**src/hw/rtl/swst_pkg.sv**
```systemverilog
// Shared constants, register indexes and control/status types for the window statistics block.
package swst_pkg;

   localparam int WINDOW_MAX_DEF  = 256;
   localparam int SAMPLE_BITS_DEF = 16;

   localparam int WLEN_BITS   = 9;
   localparam int VAR_BITS    = 31;
   localparam int SPREAD_BITS = 16;
   localparam int LEVEL_BITS  = 8;
   localparam int CSR_IDX_BITS  = 2;
   localparam int CSR_DATA_BITS = 31;

   localparam logic [LEVEL_BITS-1:0] LEVEL_TOP = 8'd255;

   localparam logic [CSR_IDX_BITS-1:0] CSR_WINDOW_LEN  = 2'd0;
   localparam logic [CSR_IDX_BITS-1:0] CSR_VAR_FULL    = 2'd1;
   localparam logic [CSR_IDX_BITS-1:0] CSR_SPREAD_LOW  = 2'd2;
   localparam logic [CSR_IDX_BITS-1:0] CSR_SPREAD_HIGH = 2'd3;

   localparam logic [WLEN_BITS-1:0]   RST_WINDOW_LEN  = 9'd256;
   localparam logic [VAR_BITS-1:0]    RST_VAR_FULL    = 31'd1000000;
   localparam logic [SPREAD_BITS-1:0] RST_SPREAD_LOW  = 16'd0;
   localparam logic [SPREAD_BITS-1:0] RST_SPREAD_HIGH = 16'hFFFF;

   localparam logic ACT_PUSH  = 1'b0;
   localparam logic ACT_CLEAR = 1'b1;

   typedef struct packed {
      logic clear;      // empty the window
      logic push;       // store sample, advance pointer and count
      logic scan_init;  // restart scan counter and squared-sum accumulator
      logic scan1;      // sum / min / max pass
      logic scan2;      // squared deviation pass
      logic div_mean;   // load divider with sum
      logic div_var;    // load divider with squared sum
      logic take_mean;
      logic take_var;   // also starts both level searches
      logic out_load;
      logic out_zero;
   } swst_cmd_type;

   typedef struct packed {
      logic scan_done;
      logic div_done;
      logic lvl_done;
   } swst_sts_type;

endpackage

```
**src/hw/rtl/swst_ctrl.sv**
```systemverilog
// Sequencer for the window statistics block: phase control and result word handshake.
module swst_ctrl import swst_pkg::*; (
   input  logic         clock,
   input  logic         reset,
   input  logic         req_valid,
   input  logic         req_action,
   output logic         req_stall,
   output logic         rsp_valid,
   input  logic         rsp_stall,
   output logic         idle,
   output swst_cmd_type cmd,
   input  swst_sts_type sts
);

   localparam logic [2:0] S_IDLE  = 3'd0;
   localparam logic [2:0] S_SCAN1 = 3'd1;
   localparam logic [2:0] S_DIV1  = 3'd2;
   localparam logic [2:0] S_SCAN2 = 3'd3;
   localparam logic [2:0] S_DIV2  = 3'd4;
   localparam logic [2:0] S_LVL   = 3'd5;
   localparam logic [2:0] S_OUT   = 3'd6;

   logic [2:0] state_ff, state_in;
   logic       zero_ff, zero_in;
   logic       rsp_valid_ff, rsp_valid_in;

   assign idle      = (state_ff == S_IDLE);
   assign req_stall = !idle;
   assign rsp_valid = rsp_valid_ff;

   always_comb begin
      cmd      = '0;
      state_in = state_ff;
      zero_in  = zero_ff;
      unique case (state_ff)
         S_IDLE: begin
            if (req_valid) begin
               if (req_action == ACT_CLEAR) begin
                  cmd.clear = 1'b1;
                  zero_in   = 1'b1;
                  state_in  = S_OUT;
               end else begin
                  cmd.push      = 1'b1;
                  cmd.scan_init = 1'b1;
                  zero_in       = 1'b0;
                  state_in      = S_SCAN1;
               end
            end
         end
         S_SCAN1: begin
            cmd.scan1 = 1'b1;
            if (sts.scan_done) begin
               cmd.div_mean = 1'b1;
               state_in     = S_DIV1;
            end
         end
         S_DIV1: begin
            if (sts.div_done) begin
               cmd.take_mean = 1'b1;
               cmd.scan_init = 1'b1;
               state_in      = S_SCAN2;
            end
         end
         S_SCAN2: begin
            cmd.scan2 = 1'b1;
            if (sts.scan_done) begin
               cmd.div_var = 1'b1;
               state_in    = S_DIV2;
            end
         end
         S_DIV2: begin
            if (sts.div_done) begin
               cmd.take_var = 1'b1;
               state_in     = S_LVL;
            end
         end
         S_LVL: begin
            if (sts.lvl_done) state_in = S_OUT;
         end
         S_OUT: begin
            if (!rsp_valid_ff || !rsp_stall) begin
               cmd.out_load = 1'b1;
               cmd.out_zero = zero_ff;
               state_in     = S_IDLE;
            end
         end
         default: state_in = S_IDLE;
      endcase
   end

   assign rsp_valid_in = (rsp_valid_ff && rsp_stall) || cmd.out_load;

   always_ff @(posedge clock) begin
      if (reset) begin
         state_ff     <= S_IDLE;
         zero_ff      <= 1'b0;
         rsp_valid_ff <= 1'b0;
      end else begin
         state_ff     <= state_in;
         zero_ff      <= zero_in;
         rsp_valid_ff <= rsp_valid_in;
      end
   end

endmodule

```
**config.mk**
```make
export PLATFORM = sky130hd
export DESIGN_NAME = swst_ctrl
export DESIGN_NICKNAME = d
export VERILOG_FILES = /design/src/hw/rtl/swst_pkg.sv /design/src/hw/rtl/swst_ctrl.sv
export SDC_FILE = /design/constraint.sdc
export NUM_CORES = 1
export LEC_CHECK = 0
export BUFFER_PORTS_ARGS = -buffer_cell sky130_fd_sc_hd__buf_2
export CORE_AREA = 3 3 40 42
export CTS_CLUSTER_DIAMETER = 30
export CTS_CLUSTER_SIZE = 40
export DETAILED_ROUTE_END_ITERATION = 8
export DIE_AREA = 0 0 43 45
export PLACE_DENSITY_LB_ADDON = 0.05
export RECOVER_POWER = 100
export SYNTH_ARGS = -nofsm -noshare
export SYNTH_HDL_FRONTEND = slang
export SYNTH_SLANG_ARGS = --single-unit
```
**constraint.sdc**
```tcl
create_clock -name clock -period 1.65 [get_ports clock]
set_input_delay 0.33 -clock clock [delete_from_list [all_inputs] [get_ports clock]]
set_output_delay 0.33 -clock clock [all_outputs]
set_load 0.005 [all_outputs]
```
==> metrics.md, run 1 <==
| Metric | Value |
|---|---|
| Max-slew headroom | `78.35%` |
| Critical path launch point | `state_ff[0]` |
| Pwr per Cell Area | `1771 nW/um2` |
| Post-route antenna net violation count | `0` |
| Placed insts | `90` |
| H-tree depth | `1` |
| Core area | `1285 um2` |
| Final setup viols | `0` |
| Syn_nets | `60` |
| Gr usage total | `12.66%` |
| Pins Over Slew Limit | `0` |
| Worst-Margin Slew | `322.6 ps` |
| Port Buffers | `21` |
| CTS Buf Count | `3` |
| Total clock sinks | `5` |
| Synth warn | `0` |
| MaxCap Viol Count | `0` |
| Hpwl dp | `884.1 um` |
| Most numerous cell in the Yosys netlist | `nor2_1` |
| Crit-path max FO | `5` |
| RSZ-0062 raised after global routing | `yes` |
| Number of hold violations in the final report | `0` |
| Post-synth EDFFs | `0` |
| Ratio of cells with drive above 1 in the final layout | `43.04%` |
| N_diodes | `0` |
| Share of synthesized flip-flops with an asynchronous set or reset | `0%` |
| Dominant synthesized flop cell | `dfxtp_1` |
| Overall routed net length | `1175 um` |
| DR WL/cell | `12.50 um` |
| Crit start category | `flop` |
| Vias in the first global route | `430` |
| Synthesized area | `395.4 um2` |
| Total number of vias | `475` |
| Cell accounting for the most synthesized area | `dfxtp_1` |
| Leakage power | `0.2799 nW` |
| Status | `finished clean` |
| Initial Util | `30.77%` |
| Reg2reg start | `state_ff[2]` |
| Largest net degree at the start of global routing | `13` |
| Hold-fix buffer count after cts | `0` |
| Worst Reg2Reg Path Length in Cells | `4` |
| Die Span Y | `45 um` |
| Register area share after synthesis | `25.32%` |
| Crit path arrival time | `1250 ps` |
| P&R area growth vs syn | `48.73%` |
| Final Non-Filler Cells | `94` |
| Vias/cell | `5.053` |
| Yosys cell types | `31` |
| Max IR drop VDD | `847.3 uV` |
| Core Rows | `13` |
| Die area | `1935 um2` |
| Initial antenna violation count | `0` |
| Maximum root-to-sink buffer count | `2` |
| # IOs | `22` |
| Tmin final | `1575 ps` |
| Data required, critical path | `1320 ps` |
| Clock Skew | `4.890 ps` |
| Yosys top cell area share | `25.32%` |
| Register area | `106.4 um2` |
| Critical Path End Type | `output port` |
| Post-Synthesis Cells | `52` |
| Synth cell count leaders | `9 x nor2_1, 5 x dfxtp_1, 3 x a21oi_1, 3 x and2_1, 3 x nand2_1` |
| Critical Path Sink | `cmd[8]` |
| Clock root buffer | `clkbuf_4` |
| Core Util, Final | `45.76%` |
| Multi-input logic area | `286.5 um2` |
| First-pass GRT wire length | `1856 um` |
| Avg Cell Area, Syn | `7.603 um2` |
| Placed standard-cell area | `543.0 um2` |
| Reg2reg setup slack | `80 ps` |
| Final period util | `95.48%` |
| Die Wd | `43 um` |
| FILL cells | `144` |
| Layout net count | `88` |
| GPL Wtd Cong | `0.6790` |
| Top post-synthesis cells by area | `dfxtp_1 25%, nor2_1 8.5%, and2_1 4.7%` |
| Pre-Repair DR Iteration Count | `4` |
| Clock latency on the worst-skew pair | `240 ps` |
| Final instance area | `588.1 um2` |
| Worst min-delay path category | `in2reg` |
| Flops & latches, synth | `5` |
| CTS tree | `yes` |
| DR iter-0 viols | `7` |
| R2R Path End | `state_ff[1]` |
| Clock-pin slew on the worst setup and hold paths | `40 ps` |
| GRT overflow | `0` |
| Crit path kind | `reg2out` |
| # DRC | `0` |
| Max Freq | `0.6347 GHz` |
[worst max-delay path, stage by stage (launching register included)]
cell and delay (ps):
dfxtp_2 350, nor3_2 240, nand2_1 100, nor2_1 110, or2_1 100, buf_2 100
[per-stage QoR]
stage | TNS (ps) | setup WS, ps | hold WS (ps) | total power, W
floorplan | 0 | 132.6 | 396.2 | 0.0006261
global placement | 0 | 105.6 | 491.0 | 0.0008742
detailed placement | 0 | 107.2 | 490.3 | 0.0008736
CTS | 0 | 32.36 | 329.9 | 0.001052
global route | -22.07 | -22.07 | 331.5 | 0.001124
finish | 0 | 74.56 | 320.1 | 0.001041
[power by group]
part / leakage (nW) / internal, W / switching, W
Combinational: 0.223 / 0.000341 / 0.000293
Clock: 0.0150 / 0.0000912 / 0.0000472
Sequential: 0.0424 / 0.000175 / 0.0000932
[flip-flops by register name (all words and copies together), names as in the netlist]
name / cells
state_ff: 3
rsp_valid: 1
zero_ff: 1
[placed cells by master (no fill, tap or decap), drive strengths merged]
master    n
buf      24
nor2      9
clkbuf    6
dfxtp     5
nand2     3
a21oi     3
and2      3
and3      3
inv       2
or3       2
o21ai     2
nor3      1
nor4b     1
or2       1
a211oi    1
nor4bb    1
xnor2     1
nor3b     1
nand4     1
a21o      1
nand2b    1
a41oi     1
a311oi    1
nor2b     1
o2111ai   1
a221oi    1
a21boi    1
nand4b    1
[cells by family (layout without fill, tap and decap cells)]
group / Yosys count / count (layout) / share of synthesized area [%]
flip-flops: 5 / 5 / 25.32
AND/OR/NAND/NOR: 29 / 29 / 43.04
XOR/XNOR: 1 / 1 / 2.216
AO/OA/AOI/OAI: 12 / 12 / 24.05
buffers and inverters: 5 / 32 / 5.380
[area by class of cell]
class | count | share of cell area [%]
sequential | 5 | 18.09
multi-input combinational | 42 | 48.72
clock buffer | 4 | 4.468
tap | 15 | 3.191
timing repair buffer | 26 | 24.26
inverter | 2 | 1.277
[repair_timing]
action                     in CTS  in global routing
setup endpoints to repair       4                  3
cloned                          0                  0
resized for setup               5                  4
setup buffers                   0                  0
[worst min path at each step]
stage / to / start / cells after the start / slack (ps)
after floorplan: state_ff[1] / reset / 1 / 400
after global placement: zero_ff / zero_ff / 2 / 490
after detailed placement: zero_ff / zero_ff / 2 / 490
after CTS: state_ff[2] / reset / 2 / 330
after global routing: state_ff[0] / reset / 2 / 330
final: state_ff[2] / reset / 2 / 320
[metal layers]
layer	vias to the layer above	wire length [um]	track usage [%]
li1	244	-	-
met1	214	550	14.94
met2	15	513	20.66
met3	2	99	2.390
met4	0	12	9.036
met5	-	0	0
(Power assumes the default switching activity.)
==> run 2: changes to the inputs <==
- ABC_AREA: unset -> 1
==> run 2 against run 1 <==
Sequential share of layout area rose by 1.8 points. Via count down 4.4%. Flip-flop and latch count did not move. Maximum frequency grew 0.54%. Cell area fell by 11%. Power decreased by 20%. Clock power about the same. Cell count rose by 11%. First-iteration DRC count fell by 71%. Clock skew is 4.8 ps lower. Combinational power decreased by 26%. Critical path type unchanged.
==> metrics.md, run 2 <==
| Metric | Value |
|---|---|
| Status | `finished clean` |
| Maximum root-to-sink buffer count | `2 (unchanged)` |
| Core Util, Final | `40.70% (-5.1 points)` |
| CTS Buf Count | `3 (unchanged)` |
| Share of synthesized flip-flops with an asynchronous set or reset | `0% (unchanged)` |
| Total clock sinks | `5 (unchanged)` |
| Final setup viols | `0 (unchanged)` |
| Final period util | `94.97% (-0.52 points)` |
| Largest net degree at the start of global routing | `8 (-5)` |
| Overall routed net length | `1024 um (-13%)` |
| Most numerous cell in the Yosys netlist | `nor2_1` |
| Dominant synthesized flop cell | `dfxtp_1` |
| Initial Util | `28.14% (-2.6 points)` |
| Fin Setup TNS | `0 ps (unchanged)` |
| Combinational fraction of design power | `56.5% (-4.5 points)` |
| Max Freq | `0.6382 GHz (+0.54%)` |
| Synth cell count leaders | `18 x nor2_1, 13 x nand2_1, 9 x inv_1, 5 x dfxtp_1, 5 x nand3_1` |
| CTS tree | `yes` |
| # DRC | `0 (unchanged)` |
| Yosys top cell area share | `27.68% (+2.4 points)` |
| Int Pwr | `0.0004525 W (-26%)` |
| DR WL/cell | `9.846 um (-21%)` |
| Tmin final | `1567 ps (-8.518 ps)` |
| Vias/cell | `4.365 (-14%)` |
| Leakage power | `0.3069 nW (+9.6%)` |
| Die area | `1935 um2 (unchanged)` |
| Register area share after synthesis | `27.68% (+2.4 points)` |
| Core Rows | `13 (unchanged)` |
| Die Span Y | `45 um (unchanged)` |
| Sequential share of power | `27.1% (+1.4 points)` |
| Final total power | `0.0008335 W (-20%)` |
| Net Sw Frac | `45.71% (+4.0 points)` |
| Top post-synthesis cells by area | `dfxtp_1 28%, nor2_1 19%, nand2_1 13%` |
| Worst-Margin Slew | `232.3 ps (-90.21 ps)` |
| Yosys cell types | `15 (-52%)` |
| Die Wd | `43 um (unchanged)` |
| Ratio of cells with drive above 1 in the final layout | `34.83% (-8.2 points)` |
| CP max-delay cell | `dfxtp_2` |
| Pre-Repair DR Iteration Count | `3 (-1)` |
| Number of hold violations in the final report | `0 (unchanged)` |
| Initial antenna violation count | `0 (unchanged)` |
| P&R area growth vs syn | `44.64%` |
| Synth warn | `0 (unchanged)` |
| GPL Wtd Cong | `0.7078 (+4.2%)` |
| Max IR drop VDD | `645.6 uV (-24%)` |
| # IOs | `22 (unchanged)` |
| Synthesized area | `361.6 um2 (-8.5%)` |
| Avg Cell Area, Syn | `5.650 um2 (-26%)` |
| Crit path arrival time | `1240 ps (about the same)` |
| Commonest cells after routing, fill and taps aside | `16 x nor2_1, 16 x buf_2, 13 x nand2_1, 10 x inv_1, 7 x nand3_1` |
| Critical Path End Type | `output port` |
| Placed standard-cell area | `485.5 um2 (-11%)` |
| GRT overflow | `0 (unchanged)` |
| Hold-fix buffer count after cts | `0 (unchanged)` |
| Flops & latches, synth | `5 (unchanged)` |
| Core area | `1285 um2 (unchanged)` |
| Data required, critical path | `1320 ps (about the same)` |
| Post-synth EDFFs | `0 (unchanged)` |
| Clock power frac | `16.4% (+3.1 points)` |
| Clock latency on the worst-skew pair | `240 ps (about the same)` |
| Crit-path cells | `nor2_4, nand2_2, or2_4, nor2_2, buf_2` |
| Post-Synthesis Cells | `64 (+23%)` |
| RSZ-0062 raised after global routing | `no` |
| H-tree depth | `1 (unchanged)` |
| Min Hold Slack | `279.2 ps (-40.89 ps)` |
| Pins Over Slew Limit | `0 (unchanged)` |
| DR iter-0 viols | `2 (-5)` |
| Max reg flops | `3 (unchanged)` |
| Cell accounting for the most synthesized area | `dfxtp_1` |
| Clock root buffer | `clkbuf_4` |
| Clock-pin slew on the worst setup and hold paths | `40 ps (about the same)` |
| Crit-path max FO | `5 (unchanged)` |
| Vias in the first global route | `435 (+1.2%)` |
| MaxCap Viol Count | `0 (unchanged)` |
| Top reg by flops | `state_ff` |
| Syn_nets | `72 (+20%)` |
| Hpwl dp | `852.5 um (-3.6%)` |
| N_diodes | `0 (unchanged)` |
| Pwr per Cell Area | `1594 nW/um2 (-10%)` |
| Crit path kind | `reg2out` |
| Total number of vias | `454 (-4.4%)` |
| Port Buffers | `21 (unchanged)` |
| Max-slew headroom | `84.47% (+6.1 points)` |
| Max incr delay on CP | `340 ps (about the same)` |
| Final instance area | `523.0 um2 (-11%)` |
| Crit start category | `flop` |
| Reg2reg setup slack | `340 ps (+260 ps)` |
| First-pass GRT wire length | `1704 um (-8.2%)` |
| Worst min-delay path category | `in2reg` |
| Post-route antenna net violation count | `0 (unchanged)` |
| Gr usage total | `12.00% (-0.66 points)` |
| Net Sw Power | `0.0003810 W (-12%)` |
| Layout net count | `98 (+11%)` |
| Clock Skew | `0.06931 ps (-4.821 ps)` |
==> run 2: cell count changes in the layout (fill, tap and decap cells not counted), sizes merged, moves of 3 or more <==
cell,change
nor2,+10
nand2,+11
clkbuf,+3
nand3,+7
and2,-3
inv,+9
buf,-8
and3,-3
==> run 2: layout make-up <==
| cell class | count | area [um2] |
|---|---|---|
| Sequential cell | 5 | 103.9 |
| Multi-Input combinational cell | 48 | 229.0 |
| Tap cell | 15 | 18.77 |
| Inverter | 11 | 43.79 |
| Timing Repair Buffer | 21 | 101.3 |
| Fill cell | 157 | 762.0 |
| Clock buffer | 4 | 26.28 |
==> run 2: kinds of logic (layout without fill, tap and decap cells) <==
| group | Yosys count | after routing | share of synthesized area (%) |
|---|---|---|---|
| buffers and inverters | 11 | 36 | 11.42 |
| AND/OR/NAND/NOR | 45 | 45 | 55.71 |
| AO/OA/AOI/OAI | 3 | 3 | 5.191 |
| flip-flops | 5 | 5 | 27.68 |
==> run 2: worst max-delay path: cells and delay by family (launching register included) <==
kind	cells	cell delay (ps)
buf+inv	1	120
flops	1	340
simple gates	4	540
==> run 2: metrics by stage <==
step / cells / worst slack, ps
after detailed placement: 100 / 215.1
after global routing: 104 / 10.82
after global placement: 100 / 248.0
after floorplan: 64 / 375.3
after CTS: 104 / 7.735
final: 104 / 83.08
==> run 2: power by group through the flow <==
stage | logic, W | clock network, W | registers, W
detailed placement | 0.000465 | 0 | 0.000212
global route | 0.000546 | 0.000148 | 0.000232
finish | 0.000471 | 0.000137 | 0.000226
global placement | 0.000467 | 0 | 0.000210
CTS | 0.000472 | 0.000146 | 0.000215
floorplan | 0.000317 | 0 | 0.000201
==> run 2: worst paths after layout <==
| kind | from | to | depth (start not counted) |
|---|---|---|---|
| worst max register to register | state_ff[2] | state_ff[2] | 7 |
| worst min-delay path | reset | rsp_valid | 2 |
| worst min register to register | zero_ff | zero_ff | 2 |
| worst max-delay path | state_ff[1] | cmd[9] | 5 |
==> run 2: timing repair <==
action / CTS / global route
setup endpoints to repair: 2 / 2
cloned: 0 / 0
setup buffers: 0 / 0
pin swaps: 0 / 1
resized for setup: 3 / 6
==> run 2: metal layers <==
| metal | global-route usage [%] | vias up | share of wire (%) |
|---|---|---|---|
| li1 | - | 248 | - |
| met1 | 14.25 | 191 | 46 |
| met2 | 18.86 | 13 | 46 |
| met3 | 1.594 | 2 | 7.4 |
| met4 | 10.84 | 0 | 0.88 |
| met5 | 0 | - | 0 |
==> run 3: changes to the inputs <==
- CELL_PAD_IN_SITES_DETAIL_PLACEMENT: unset -> 0
- CELL_PAD_IN_SITES_GLOBAL_PLACEMENT: unset -> 2
- CORE_AREA: 3 3 40 42 -> unset
- CORE_MARGIN: unset -> 3
- CORE_UTILIZATION: unset -> 17
- DIE_AREA: 0 0 43 45 -> unset
==> run 3 against run 2 <==
Register-to-register slack improved by 20 ps. Non-clock buffer count rose by 1. First-iteration DRC count up 100%. Core utilization is 14 points lower. Combinational power about the same. Clock power increased by 4%. Global-route usage is 3.1 points lower. Flip-flop and latch count unchanged. Die area is 40% higher. Sequential share of layout area down 0.46 points. Maximum frequency fell by 0.69%. Sequential power is 2% lower.
==> metrics.md, run 3 (same netlist as run 2, synthesis figures left out) <==
| Metric | Value |
|---|---|
| Clock latency on the worst-skew pair | `240 ps (about the same)` |
| MaxCap Viol Count | `0 (unchanged)` |
| Crit-path cells | `nor2_4, nand2_2, or2_4, nor2_2, buf_2` |
| Ratio of cells with drive above 1 in the final layout | `33.33% (-1.5 points)` |
| First-pass GRT wire length | `1745 um (+2.4%)` |
| Pins Over Slew Limit | `0 (unchanged)` |
| Worst min-delay path category | `in2reg` |
| Status | `finished clean` |
| Total clock sinks | `5 (unchanged)` |
| Int Pwr | `0.0004515 W (-0.23%)` |
| Hpwl dp | `971.4 um (+14%)` |
| Met3 Wirelength | `91 um (+20%)` |
| Clock power frac | `17.0% (+0.6 points)` |
| Leakage power | `0.3058 nW (-0.36%)` |
| Clock Skew | `4.368 ps (+4.299 ps)` |
| Wire length on met2 | `483 um (+3.6%)` |
| Crit start category | `flop` |
| Combinational fraction of design power | `56.5% (about the same)` |
| Data required, critical path | `1320 ps (about the same)` |
| Reg2reg setup slack | `360 ps (+20 ps)` |
| Clock root buffer | `clkbuf_4` |
| Pre-Repair DR Iteration Count | `4 (+1)` |
| RSZ-0062 raised after global routing | `no` |
| Core Rows | `16 (+3)` |
| Hold-fix buffer count after cts | `0 (unchanged)` |
| DR iter-0 viols | `4 (+2)` |
| Overall routed net length | `1128 um (+10%)` |
| Vias/cell | `3.957 (-9.3%)` |
| CTS tree | `yes` |
| Top Metal Used | `met4` |
| Top reg by flops | `state_ff` |
| Sequential share of power | `26.5% (-0.6 points)` |
| Die area | `2716 um2 (+40%)` |
| Die Wd | `52.12 um (+21%)` |
| N_diodes | `0 (unchanged)` |
| Crit path kind | `reg2out` |
| Gr usage total | `8.869% (-3.1 points)` |
| DR WL/cell | `9.641 um (-2.1%)` |
| Fin Setup TNS | `0 ps (unchanged)` |
| Maximum root-to-sink buffer count | `2 (unchanged)` |
| Max IR drop VDD | `477.2 uV (-26%)` |
| Post-route antenna net violation count | `0 (unchanged)` |
| Max reg flops | `3 (unchanged)` |
| Commonest cells after routing, fill and taps aside | `16 x nor2_1, 16 x buf_2, 13 x nand2_1, 10 x inv_1, 7 x nand3_1` |
| Placed insts | `112 (+12%)` |
| Tmin final | `1578 ps (+10.81 ps)` |
| Port Buffers | `21 (unchanged)` |
| Total number of vias | `463 (+2.0%)` |
| Critical Path End Type | `output port` |
| Final Non-Filler Cells | `117 (+13%)` |
| # DRC | `0 (unchanged)` |
| Number of hold violations in the final report | `0 (unchanged)` |
| GPL Wtd Cong | `0.6895 (-2.6%)` |
| Core area | `1982 um2 (+54%)` |
| Pwr per Cell Area | `1558 nW/um2 (-2.2%)` |
| GRT overflow | `0 (unchanged)` |
| Net Sw Frac | `45.89% (+0.17 points)` |
| Final period util | `95.62% (+0.66 points)` |
| Max Freq | `0.6338 GHz (-0.69%)` |
| # IOs | `22 (unchanged)` |
| CTS Buf Count | `3 (unchanged)` |
| Vias in the first global route | `433 (-0.46%)` |
| H-tree depth | `1 (unchanged)` |
| Clock-pin slew on the worst setup and hold paths | `40 ps (about the same)` |
| Max-slew headroom | `85.07% (+0.60 points)` |
| Crit path arrival time | `1250 ps (about the same)` |
| Die Span Y | `52.12 um (+16%)` |
| Final setup viols | `0 (unchanged)` |
| Max incr delay on CP | `340 ps (about the same)` |
| Crit-path max FO | `5 (unchanged)` |
| Met1 wire length | `525 um (+11%)` |
| Initial Util | `18.24% (-9.9 points)` |
| Largest net degree at the start of global routing | `8 (unchanged)` |
| Worst-Margin Slew | `223.3 ps (-9.046 ps)` |
| Layout net count | `99 (+1.0%)` |
| Initial antenna violation count | `0 (unchanged)` |
| Net Sw Power | `0.0003828 W (+0.47%)` |
| P&R area growth vs syn | `48.10%` |
| CP max-delay cell | `dfxtp_2` |
run 3: cell count changes in the layout (fill, tap and decap cells not counted):
cell,previous run,this run
buf_4,0,1
clkbuf_1,4,5
clkbuf_2,2,1
inv_2,0,1
inv_4,1,0
o22ai_1,0,1
o22ai_2,1,0
run 3: power by group through the flow:
stage,Sequential [W],Combinational [W],Clock (W)
after floorplan,0.000201,0.000317,0
after global placement,0.000211,0.000484,0
after detailed placement,0.000209,0.000473,0
after CTS,0.000210,0.000479,0.000148
after global routing,0.000226,0.000537,0.000156
final,0.000221,0.000471,0.000142
run 3: critical path: cells and delay by family (launching register included):
family | cells | cell delay, ps
AND/OR/NAND/NOR | 4 | 540
buffers and inverters | 1 | 120
flip-flops | 1 | 340
run 3: layout make-up:
cell class,count,area [um2]
clock buffer,4,26.28
fill,241,1446
inverter,11,41.29
multi-input combinational,48,222.7
sequential,5,103.9
tap,27,33.78
timing repair buffer,22,107.6
run 3: path summary, 6_finish.rpt:
path	startpoint	endpoint	cells after the start
hold / removal	reset	rsp_valid	2
setup / recovery	state_ff[1]	cmd[9]	5
hold reg to reg	zero_ff	zero_ff	2
setup reg to reg	state_ff[2]	state_ff[0]	7
run 3: timing repair:
| action | in CTS | in global routing |
|---|---|---|
| setup buffers | 0 | 1 |
| gates cloned | 0 | 0 |
| pin swaps | 0 | 2 |
| gates resized for setup | 2 | 5 |
| endpoints found under the setup margin | 2 | 4 |
run 3: layer usage:
metal | up-vias | GRT usage [%]
li1 | 256 | -
met1 | 190 | 9.966
met2 | 13 | 14.23
met3 | 4 | 2.292
met4 | 0 | 6.550
met5 | - | 0
run 3: stage by stage:
stage	utilization, %	setup WS (ps)	area [um2]	total power (W)	hold slack (ps)
6_report	27.02	72.27	535.5	0.0008343	285.9
2_1_floorplan	-	375.3	361.6	0.0005182	399.1
5_1_grt	27.02	15.96	535.5	0.0009190	291.5
3_3_place_gp	25.25	235.0	500.5	0.0006949	482.7
4_1_cts	26.83	2.361	531.8	0.0008362	283.0
3_5_place_dp	25.25	202.5	500.5	0.0006817	473.1
